`config.mk`:
```
export PLATFORM = sky130hd
export DESIGN_NAME = string_to_long_parser_unit
export DESIGN_NICKNAME = d
export VERILOG_FILES = /design/src/design/slp_pkg.sv /design/src/design/slp_front.sv /design/src/design/slp_fifo.sv /design/src/design/slp_back.sv /design/src/design/string_to_long_parser_unit.sv
export SDC_FILE = /design/constraint.sdc
export NUM_CORES = 2
export LEC_CHECK = 0
export BUFFER_PORTS_ARGS = -buffer_cell sky130_fd_sc_hd__buf_2
export CORE_UTILIZATION = 55
export CTS_CLUSTER_DIAMETER = 30
export DETAILED_ROUTE_END_ITERATION = 7
export PLACE_DENSITY = 0.71
export SETUP_SLACK_MARGIN = 0.02
export SLEW_MARGIN = 5
export SYNTH_ARGS = -nofsm -noshare
export SYNTH_HDL_FRONTEND = slang
export SYNTH_SLANG_ARGS = --single-unit
```
`constraint.sdc`:
```
create_clock -name clk -period 15.1 [get_ports clk]
set_input_delay 0.755 -clock clk [delete_from_list [all_inputs] [get_ports clk]]
set_output_delay 0.755 -clock clk [all_outputs]
set_load 0.02 [all_outputs]
```
`src/design/slp_pkg.sv`:
```
// Shared types and constants for the string-to-long parser.
package slp_pkg;

	localparam int VALUE_BITS = 64;
	localparam int COUNT_BITS = 16;

	localparam int CH_BITS        = 8;
	localparam int RADIX_BITS     = 6;
	localparam int DIGIT_BITS     = 6;
	localparam int OUT_VALUE_BITS = 64;
	localparam int OUT_COUNT_BITS = 16;

	localparam logic [RADIX_BITS-1:0] RADIX_RESET = 6'd10;
	localparam logic [RADIX_BITS-1:0] RADIX_MAX   = 6'd36;
	localparam logic [RADIX_BITS-1:0] RADIX_ONE   = 6'd1;
	localparam logic [RADIX_BITS-1:0] BASE_AUTO   = 6'd0;
	localparam logic [RADIX_BITS-1:0] BASE_MIN    = 6'd2;
	localparam logic [RADIX_BITS-1:0] BASE_OCT    = 6'd8;
	localparam logic [RADIX_BITS-1:0] BASE_DEC    = 6'd10;
	localparam logic [RADIX_BITS-1:0] BASE_HEX    = 6'd16;

	// non-digit code, above any legal base
	localparam logic [DIGIT_BITS-1:0] DIGIT_NONE = 6'd63;
	localparam logic [DIGIT_BITS-1:0] DIGIT_ZERO = 6'd0;

	localparam logic [CH_BITS-1:0] CH_SPACE     = 8'h20;
	localparam logic [CH_BITS-1:0] CH_TAB       = 8'h09;
	localparam logic [CH_BITS-1:0] CH_CR        = 8'h0D;
	localparam logic [CH_BITS-1:0] CH_MINUS     = 8'h2D;
	localparam logic [CH_BITS-1:0] CH_PLUS      = 8'h2B;
	localparam logic [CH_BITS-1:0] CH_LOWER_X   = 8'h78;
	localparam logic [CH_BITS-1:0] CH_UPPER_X   = 8'h58;
	localparam logic [CH_BITS-1:0] CH_DIG_0     = 8'h30;
	localparam logic [CH_BITS-1:0] CH_DIG_9     = 8'h39;
	localparam logic [CH_BITS-1:0] CH_UPPER_A   = 8'h41;
	localparam logic [CH_BITS-1:0] CH_UPPER_Z   = 8'h5A;
	localparam logic [CH_BITS-1:0] CH_LOWER_A   = 8'h61;
	localparam logic [CH_BITS-1:0] CH_LOWER_Z   = 8'h7A;
	localparam logic [CH_BITS-1:0] CH_UPPER_OFS = 8'd55; // 'A' - 10
	localparam logic [CH_BITS-1:0] CH_LOWER_OFS = 8'd87; // 'a' - 10

	localparam logic [VALUE_BITS-1:0] VALUE_MIN = {1'b1, {(VALUE_BITS-1){1'b0}}};
	localparam logic [VALUE_BITS-1:0] VALUE_MAX = {1'b0, {(VALUE_BITS-1){1'b1}}};
	localparam logic [COUNT_BITS-1:0] COUNT_MAX = {COUNT_BITS{1'b1}};

	localparam int FIFO_DEPTH    = 4;
	localparam int FIFO_PTR_BITS = $clog2(FIFO_DEPTH);

	typedef enum logic [2:0] {
		PH_IDLE,
		PH_SPACE,
		PH_SIGN,
		PH_ZERO,
		PH_XSEEN,
		PH_DIGITS
	} phase_t;

	// classified character word passed from front to back
	typedef struct packed {
		logic                  first;
		logic                  bad_radix;
		logic [RADIX_BITS-1:0] radix;
		logic [DIGIT_BITS-1:0] digit;
		logic                  is_space;
		logic                  is_sign;
		logic                  is_minus;
		logic                  is_x;
	} word_t;

endpackage

```
`src/design/slp_front.sv`:
```
// Front end: radix register, input handshake and character classification.
module slp_front (
	input  logic                            clk,
	input  logic                            arst_n,
	input  logic                            cfg_wr_en,
	input  logic [slp_pkg::RADIX_BITS-1:0]  cfg_wr_data,
	input  logic                            in_valid,
	output logic                            in_stall,
	input  logic [slp_pkg::CH_BITS-1:0]     ch,
	input  logic                            first,
	input  logic                            fifo_full,
	output logic                            push,
	output slp_pkg::word_t                  push_word
);

	logic [slp_pkg::RADIX_BITS-1:0] radix_q;

	function automatic logic [slp_pkg::DIGIT_BITS-1:0] digit_of(
		input logic [slp_pkg::CH_BITS-1:0] c
	);
		logic [slp_pkg::CH_BITS-1:0] d;
		d = {slp_pkg::CH_BITS{1'b1}};
		if (c >= slp_pkg::CH_DIG_0 && c <= slp_pkg::CH_DIG_9) begin
			d = c - slp_pkg::CH_DIG_0;
		end else if (c >= slp_pkg::CH_UPPER_A && c <= slp_pkg::CH_UPPER_Z) begin
			d = c - slp_pkg::CH_UPPER_OFS;
		end else if (c >= slp_pkg::CH_LOWER_A && c <= slp_pkg::CH_LOWER_Z) begin
			d = c - slp_pkg::CH_LOWER_OFS;
		end
		if (d == {slp_pkg::CH_BITS{1'b1}}) begin
			return slp_pkg::DIGIT_NONE;
		end
		return d[slp_pkg::DIGIT_BITS-1:0];
	endfunction

	always_ff @(posedge clk or negedge arst_n) begin
		if (!arst_n) begin
			radix_q <= slp_pkg::RADIX_RESET;
		end else if (cfg_wr_en) begin
			radix_q <= cfg_wr_data;
		end
	end

	assign in_stall = fifo_full;
	assign push     = in_valid && !fifo_full;

	always_comb begin
		push_word.first     = first;
		push_word.bad_radix = (radix_q == slp_pkg::RADIX_ONE) || (radix_q > slp_pkg::RADIX_MAX);
		push_word.radix     = radix_q;
		push_word.digit     = digit_of(ch);
		push_word.is_space  = (ch == slp_pkg::CH_SPACE) ||
			(ch >= slp_pkg::CH_TAB && ch <= slp_pkg::CH_CR);
		push_word.is_sign   = (ch == slp_pkg::CH_MINUS) || (ch == slp_pkg::CH_PLUS);
		push_word.is_minus  = (ch == slp_pkg::CH_MINUS);
		push_word.is_x      = (ch == slp_pkg::CH_LOWER_X) || (ch == slp_pkg::CH_UPPER_X);
	end

endmodule

```
`src/design/slp_fifo.sv`:
```
// Short queue of classified words between front and back.
module slp_fifo (
	input  logic           clk,
	input  logic           arst_n,
	input  logic           push,
	input  slp_pkg::word_t push_word,
	output logic           full,
	output logic           rd_valid,
	input  logic           pop,
	output slp_pkg::word_t rd_word
);

	slp_pkg::word_t                     mem_q [slp_pkg::FIFO_DEPTH];
	logic [slp_pkg::FIFO_PTR_BITS-1:0]  wr_ptr_q;
	logic [slp_pkg::FIFO_PTR_BITS-1:0]  rd_ptr_q;
	logic [slp_pkg::FIFO_PTR_BITS:0]    cnt_q;
	logic                               do_pop;

	assign full     = (cnt_q == (slp_pkg::FIFO_PTR_BITS+1)'(slp_pkg::FIFO_DEPTH));
	assign rd_valid = (cnt_q != '0);
	assign rd_word  = mem_q[rd_ptr_q];
	assign do_pop   = pop && rd_valid;

	always_ff @(posedge clk) begin
		if (push) begin
			mem_q[wr_ptr_q] <= push_word;
		end
	end

	always_ff @(posedge clk or negedge arst_n) begin
		if (!arst_n) begin
			wr_ptr_q <= '0;
			rd_ptr_q <= '0;
			cnt_q    <= '0;
		end else begin
			if (push) begin
				wr_ptr_q <= wr_ptr_q + 1'b1;
			end
			if (do_pop) begin
				rd_ptr_q <= rd_ptr_q + 1'b1;
			end
			if (push && !do_pop) begin
				cnt_q <= cnt_q + 1'b1;
			end else if (do_pop && !push) begin
				cnt_q <= cnt_q - 1'b1;
			end
		end
	end

	a_cnt_bound: assert property (@(posedge clk) disable iff (!arst_n)
		cnt_q <= (slp_pkg::FIFO_PTR_BITS+1)'(slp_pkg::FIFO_DEPTH))
		else $error("queue count beyond depth");

	a_cnt_push: assert property (@(posedge clk) disable iff (!arst_n)
		(push && !do_pop) |=> (cnt_q == $past(cnt_q) + 1'b1))
		else $error("queue count did not follow push");

endmodule

```
`src/design/slp_back.sv`:
```
// Back end: parse state machine, digit multiply-add and result register.
module slp_back (
	input  logic                                 clk,
	input  logic                                 arst_n,
	input  logic                                 rd_valid,
	input  slp_pkg::word_t                       rd_word,
	output logic                                 pop,
	output logic                                 out_valid,
	input  logic                                 out_stall,
	output logic signed [slp_pkg::OUT_VALUE_BITS-1:0] value,
	output logic                                 converted,
	output logic                                 overflow,
	output logic [slp_pkg::OUT_COUNT_BITS-1:0]   consumed
);

	localparam int VB = slp_pkg::VALUE_BITS;
	localparam int CB = slp_pkg::COUNT_BITS;
	localparam int RB = slp_pkg::RADIX_BITS;
	localparam int PW = VB + RB + 1;

	slp_pkg::phase_t phase_q, phase_e, phase_d;
	logic            neg_q, sat_q, any_q;
	logic [RB-1:0]   base_q;
	logic [VB-1:0]   acc_q;
	logic [CB-1:0]   pos_q, endp_q;

	logic            neg_e, sat_e, any_e;
	logic [RB-1:0]   base_e;
	logic [VB-1:0]   acc_e;
	logic [CB-1:0]   pos_b, pos_e, endp_e;
	logic            first_bad;

	logic            do_emit, do_digit, do_zero, do_sign;
	logic [RB-1:0]   b_try;
	logic            digit_ok, take, emit, ovf;

	logic [VB+RB-1:0] mul;
	logic [PW-1:0]    sum, limit;
	logic [VB-1:0]    value_n;

	logic                               out_valid_q;
	logic [VB-1:0]                      value_q;
	logic                               converted_q, overflow_q;
	logic [slp_pkg::OUT_COUNT_BITS-1:0] consumed_q;

	assign pop = rd_valid && (!out_valid_q || !out_stall);

	// a first-marked word restarts the parse before the character is looked at
	always_comb begin
		phase_e = rd_word.first ? slp_pkg::PH_SPACE : phase_q;
		neg_e   = rd_word.first ? 1'b0 : neg_q;
		sat_e   = rd_word.first ? 1'b0 : sat_q;
		any_e   = rd_word.first ? 1'b0 : any_q;
		base_e  = rd_word.first ? rd_word.radix : base_q;
		acc_e   = rd_word.first ? '0 : acc_q;
		pos_b   = rd_word.first ? '0 : pos_q;
		endp_e  = rd_word.first ? '0 : endp_q;
	end

	assign first_bad = rd_word.first && rd_word.bad_radix;
	assign pos_e     = pos_b + CB'(pos_b != slp_pkg::COUNT_MAX);

	// FSM outputs
	always_comb begin
		do_emit  = 1'b0;
		do_digit = 1'b0;
		do_zero  = 1'b0;
		do_sign  = 1'b0;
		b_try    = base_e;
		if (first_bad) begin
			do_emit = 1'b1;
		end else begin
			unique case (phase_e)
				slp_pkg::PH_IDLE: begin
				end
				slp_pkg::PH_SPACE, slp_pkg::PH_SIGN: begin
					if (phase_e == slp_pkg::PH_SPACE && rd_word.is_space) begin
					end else if (phase_e == slp_pkg::PH_SPACE && rd_word.is_sign) begin
						do_sign = 1'b1;
					end else if (rd_word.digit == slp_pkg::DIGIT_ZERO &&
						(base_e == slp_pkg::BASE_AUTO || base_e == slp_pkg::BASE_HEX)) begin
						do_zero = 1'b1;
					end else begin
						do_digit = 1'b1;
						b_try    = (base_e == slp_pkg::BASE_AUTO) ? slp_pkg::BASE_DEC : base_e;
					end
				end
				slp_pkg::PH_ZERO: begin
					if (!rd_word.is_x) begin
						do_digit = 1'b1;
						b_try    = (base_e == slp_pkg::BASE_AUTO) ? slp_pkg::BASE_OCT : base_e;
					end
				end
				slp_pkg::PH_XSEEN: begin
					do_digit = 1'b1;
					b_try    = slp_pkg::BASE_HEX;
				end
				slp_pkg::PH_DIGITS: begin
					do_digit = 1'b1;
				end
				default: begin
				end
			endcase
		end
	end

	assign digit_ok = (b_try >= slp_pkg::BASE_MIN) && (rd_word.digit < b_try);
	assign take     = do_digit && digit_ok;
	assign emit     = do_emit || (do_digit && !digit_ok);

	// next state
	always_comb begin
		if (emit) begin
			phase_d = slp_pkg::PH_IDLE;
		end else if (take) begin
			phase_d = slp_pkg::PH_DIGITS;
		end else if (do_zero) begin
			phase_d = slp_pkg::PH_ZERO;
		end else if (do_sign) begin
			phase_d = slp_pkg::PH_SIGN;
		end else if (phase_e == slp_pkg::PH_ZERO) begin
			phase_d = slp_pkg::PH_XSEEN;
		end else begin
			phase_d = phase_e;
		end
	end

	// acc*base + d > limit  is the same test as  acc > (limit - d) / base
	assign mul   = acc_e * b_try;
	assign sum   = PW'(mul) + PW'(rd_word.digit);
	assign limit = PW'(slp_pkg::VALUE_MAX) + PW'(neg_e);
	assign ovf   = (sum > limit);

	always_comb begin
		if (sat_e) begin
			value_n = neg_e ? slp_pkg::VALUE_MIN : slp_pkg::VALUE_MAX;
		end else begin
			value_n = neg_e ? (VB'(0) - acc_e) : acc_e;
		end
	end

	always_ff @(posedge clk or negedge arst_n) begin
		if (!arst_n) begin
			phase_q <= slp_pkg::PH_IDLE;
			neg_q   <= 1'b0;
			sat_q   <= 1'b0;
			any_q   <= 1'b0;
			base_q  <= '0;
			acc_q   <= '0;
			pos_q   <= '0;
			endp_q  <= '0;
		end else if (pop) begin
			phase_q <= phase_d;
			neg_q   <= do_sign ? rd_word.is_minus : neg_e;
			sat_q   <= sat_e || (take && ovf);
			any_q   <= any_e || take || do_zero;
			base_q  <= do_digit ? b_try : base_e;
			acc_q   <= (take && !sat_e && !ovf) ? sum[VB-1:0] : acc_e;
			pos_q   <= (phase_e != slp_pkg::PH_IDLE) ? pos_e : pos_b;
			endp_q  <= (take || do_zero) ? pos_e : endp_e;
		end
	end

	always_ff @(posedge clk or negedge arst_n) begin
		if (!arst_n) begin
			out_valid_q <= 1'b0;
		end else if (pop && emit) begin
			out_valid_q <= 1'b1;
		end else if (!out_stall) begin
			out_valid_q <= 1'b0;
		end
	end

	always_ff @(posedge clk) begin
		if (pop && emit) begin
			value_q     <= any_e ? value_n : '0;
			converted_q <= any_e;
			overflow_q  <= sat_e;
			consumed_q  <= any_e ? slp_pkg::OUT_COUNT_BITS'(endp_e) : '0;
		end
	end

	assign out_valid = out_valid_q;
	assign value     = slp_pkg::OUT_VALUE_BITS'(signed'(value_q));
	assign converted = converted_q;
	assign overflow  = overflow_q;
	assign consumed  = consumed_q;

	a_emit_idle: assert property (@(posedge clk) disable iff (!arst_n)
		(pop && emit) |=> (out_valid_q && phase_q == slp_pkg::PH_IDLE))
		else $error("result word not loaded or parser not idle");

	a_ovf_conv: assert property (@(posedge clk) disable iff (!arst_n)
		(out_valid_q && overflow_q) |-> converted_q)
		else $error("overflow without a converted digit");

	a_none_zero: assert property (@(posedge clk) disable iff (!arst_n)
		(out_valid_q && !converted_q) |-> (value_q == '0 && consumed_q == '0))
		else $error("empty conversion with nonzero value or count");

endmodule

```
`src/design/string_to_long_parser_unit.sv`:
```
// Top level of the streaming strtol-style parser.
// Takes one character word per clock while the queue has room: the front end
// classifies each byte into a four-word queue, the back end runs the parse
// state machine on one queued byte per clock unless the output stalls and
// loads the result register, so the output can stall while input keeps
// flowing until the queue fills. The byte that ends the number (first
// non-digit, NUL, or a first-marked byte with a bad radix) loads the result
// when popped. The clock period is set by the back end's digit step: a 64
// by 6 bit multiply-add of the accumulator followed by the limit compare.
// The radix register is sampled when a first-marked byte is accepted.
module string_to_long_parser_unit (
	input  logic                                      clk,
	input  logic                                      arst_n,
	input  logic                                      cfg_wr_en,
	input  logic [slp_pkg::RADIX_BITS-1:0]            cfg_wr_data,
	input  logic                                      in_valid,
	output logic                                      in_stall,
	input  logic [slp_pkg::CH_BITS-1:0]               ch,
	input  logic                                      first,
	output logic                                      out_valid,
	input  logic                                      out_stall,
	output logic signed [slp_pkg::OUT_VALUE_BITS-1:0] value,
	output logic                                      converted,
	output logic                                      overflow,
	output logic [slp_pkg::OUT_COUNT_BITS-1:0]        consumed
);

	logic           fifo_full;
	logic           push;
	slp_pkg::word_t push_word;
	logic           rd_valid;
	logic           pop;
	slp_pkg::word_t rd_word;

	slp_front u_front (
		.clk         (clk),
		.arst_n      (arst_n),
		.cfg_wr_en   (cfg_wr_en),
		.cfg_wr_data (cfg_wr_data),
		.in_valid    (in_valid),
		.in_stall    (in_stall),
		.ch          (ch),
		.first       (first),
		.fifo_full   (fifo_full),
		.push        (push),
		.push_word   (push_word)
	);

	slp_fifo u_fifo (
		.clk       (clk),
		.arst_n    (arst_n),
		.push      (push),
		.push_word (push_word),
		.full      (fifo_full),
		.rd_valid  (rd_valid),
		.pop       (pop),
		.rd_word   (rd_word)
	);

	slp_back u_back (
		.clk       (clk),
		.arst_n    (arst_n),
		.rd_valid  (rd_valid),
		.rd_word   (rd_word),
		.pop       (pop),
		.out_valid (out_valid),
		.out_stall (out_stall),
		.value     (value),
		.converted (converted),
		.overflow  (overflow),
		.consumed  (consumed)
	);

endmodule

```
==> run metrics <==
CTS tree built; post-route ant nets 0; clk sinks about 280; # IOs approximately 100; top-count cell post-synth nor2_1; vias about 24k; root buf cell clkbuf_16; GRT Overall Usage 33.6%; vias in the first global route between 20k and 25k; drt pass-1 iters 8; final setup vio count 0; drt total wl about 84,000 um; Die W 227 um; Worst Hold Class input pin to asynchronous set/reset pin; crit-path leading delay family simple AND/OR/NAND/NOR gates; PortBufs between 100 and 150; Comb power frac just under 50%; Post-synth EDFFs 154; Fin. Hold Viols 0; Initial DRC Count about 2.2k; CP Capture Type flop; Worst setup SP type flop; VDD IR max between 150 and 200 uV; P&R area growth vs syn 10.0%; initial antenna violation count 0; Seq cells post-synth around 280; ratio of cells with drive above 1 in the final layout under 10%; RSZ-0062 raised after global routing no; reg-to-reg startpoint u_fifo.rd_ptr_q[1]; Synth Cell Area roughly 28,000 um^2; DR WL/cell between 20 and 25 um; global-route wire length before repair around 130,000 um; worst clock skew around 0.02 ns; synth unique cells 80; final count of pins violating max slew 0; Worst Tran Pin Value roughly 1.2 ns; switching power 2380 uW; largest net degree at the start of global routing around 80; R2R Setup Slk between 1.5 and 2 ns; Die Area 51,300 um^2; leak pwr 0.0143 uW; main flop type after synthesis edfxtp_1; Worst-Skew Late Latency around 0.59 ns; leading area contributor after synthesis fa_1; worst r2r dst u_back.acc_q[7]; cell count after synthesis roughly 3k; Tmin final approximately 13 ns; post-cts hold buffer count 0; CP arrival roughly 14 ns; Crit Path Category flop to flop; register share of total power roughly a quarter; post-CTS setup buffer count 0; fin nets 3,514; switching fraction of total power between 40% and 50%; Clk pwr share about 25%; run status complete, no violations; clk buf depth 3; CTS buffer count 53; Syn Nets around 3.5k; DP HPWL 63,500 um; DRC Markers 0; grt ovf 0; power per standard cell area around 160 nW/um^2; Yosys top cell area share 18.3%; Period Utilization, post-route between 80% and 90%; H-tree levels 2; Placer Congestion 1.04; fillers about 4.2k; Vias per Instance around 6.4; fmax 75.7 MHz; Starting Density 56.2%; asr flop ratio synth 44.2%; FF-to-FF path depth 39; CP max-delay cell dfrtp_1; Core ar. 49,400 um^2; Max-slew headroom about a fifth; Synth Warn # 0; biggest cell delay along the critical path 1.00 ns; largest cells by area after synthesis fa_1 18%, edfxtp_1 17%, dfrtp_1 11%; Post-synth top cells 421 x nor2_1, 284 x nand2_1, 253 x fa_1; CP required 15.61 ns; setup_tns 0 ns; Internal Pwr Total 2480 uW; Seq/Total Area, Yosys between 20% and 30%; WP buf/inv 6; floorplan die height between 200 and 250 um; Crit Path Max Fanout 49; Post-CTS Resized 0; Inserted Diodes 0; row count 81; syn_area_per_cell between 9 and 10 um^2; max-cap viol count 0; Worst-path clk slew 0.06 ns; Post-Route Utilization around three fifths
[area by class of cell]
type                       instances  area (um^2)  share of cell area (%)
multi-input combinational       2326        18600                    60.8
sequential                       276         7680                    25.2
clock buffer                      58         1360                    4.44
tap                              664          831                    2.72
inverter                         214          803                    2.63
timing repair buffer             133          743                    2.44
clock inverter                    42          536                    1.76
[worst max path at each step]
stage	startpoint	to	slack (ns)	cells after the start
floorplan	u_fifo.rd_ptr_q[0]	u_back.acc_q[10]	5.10	41
global placement	u_fifo.rd_ptr_q[0]	u_back.acc_q[61]	2.51	39
detailed placement	u_fifo.rd_ptr_q[0]	u_back.acc_q[59]	2.15	39
CTS	u_fifo.rd_ptr_q[0]	u_back.acc_q[7]	2.01	39
global route	u_fifo.rd_ptr_q[0]	u_back.acc_q[22]	1.10	39
finish	u_fifo.rd_ptr_q[1]	u_back.acc_q[7]	1.88	39
[kinds of logic (layout without fill, tap and decap cells)]
logic type | count (synthesis) | after routing | synth area share [%]
mux | 37 | 37 | 2.24
compound gates | 646 | 646 | 15.1
buf+inv | 390 | 447 | 5.56
flops | 276 | 276 | 27.7
simple gates | 1037 | 1037 | 16.8
fa+ha+maj | 490 | 490 | 29.0
xor+xnor | 116 | 116 | 3.66
[stage by stage]
stage	area (um^2)	power (uW)	hold WS, ns	instances	setup WS (ns)
finish	30500	4860	0.205	3713	1.88
global route	30500	5090	0.253	3713	1.10
CTS	30500	4820	0.210	3713	2.01
detailed placement	28600	3580	0.467	3613	2.15
global placement	28600	3520	0.458	3613	2.51
floorplan	27700	2830	0.450	2992	5.10
[sequential cells by signal, summed over array words and instances, names as in the netlist, 3 cells and up]
signal / cells
u_back.acc_q: 64
u_back.base_q: 6
u_front.radix_q: 6
u_back.phase_q: 3
u_fifo.cnt_q: 3
u_back.pos_q: 16
u_back.endp_q: 16
u_fifo.mem_q: 72
u_back.consumed: 16
u_back.value: 64
[power groups by stage]
stage / Combinational, uW / Clock [uW] / Sequential (uW)
after global placement: 2300 / 0 / 1220
after floorplan: 1490 / 0 / 1340
after global routing: 2580 / 1270 / 1240
final: 2420 / 1230 / 1220
after detailed placement: 2360 / 0 / 1220
after CTS: 2370 / 1240 / 1210
[layer usage]
| metal | up-vias | wire [um] | GRT usage (%) |
|---|---|---|---|
| li1 | 10500 | - | - |
| met1 | 11700 | 34800 | 45.0 |
| met2 | 1241 | 38300 | 53.6 |
| met3 | 240 | 6900 | 5.56 |
| met4 | 0 | 4110 | 15.5 |
| met5 | - | 0 | 0 |
[placed cells by master (no fill, tap or decap), drive strengths merged, types with 17 or more instances in the layout]
cell,count
nor4,26
nor2b,28
o21ai,152
nand3,74
nor3,40
mux4,18
a211oi,19
a21oi,188
nor2,421
xnor2,68
and2,34
nand2,284
a21o,34
or3,17
clkinv,19
fa,253
nand4,55
a22o,81
o21bai,19
dfrtp,120
a221oi,18
xor2,48
ha,237
clkbuf,58
edfxtp,154
buf,133
inv,226
o31ai,24
a31oi,19
Power figures use the tool's default switching activity.
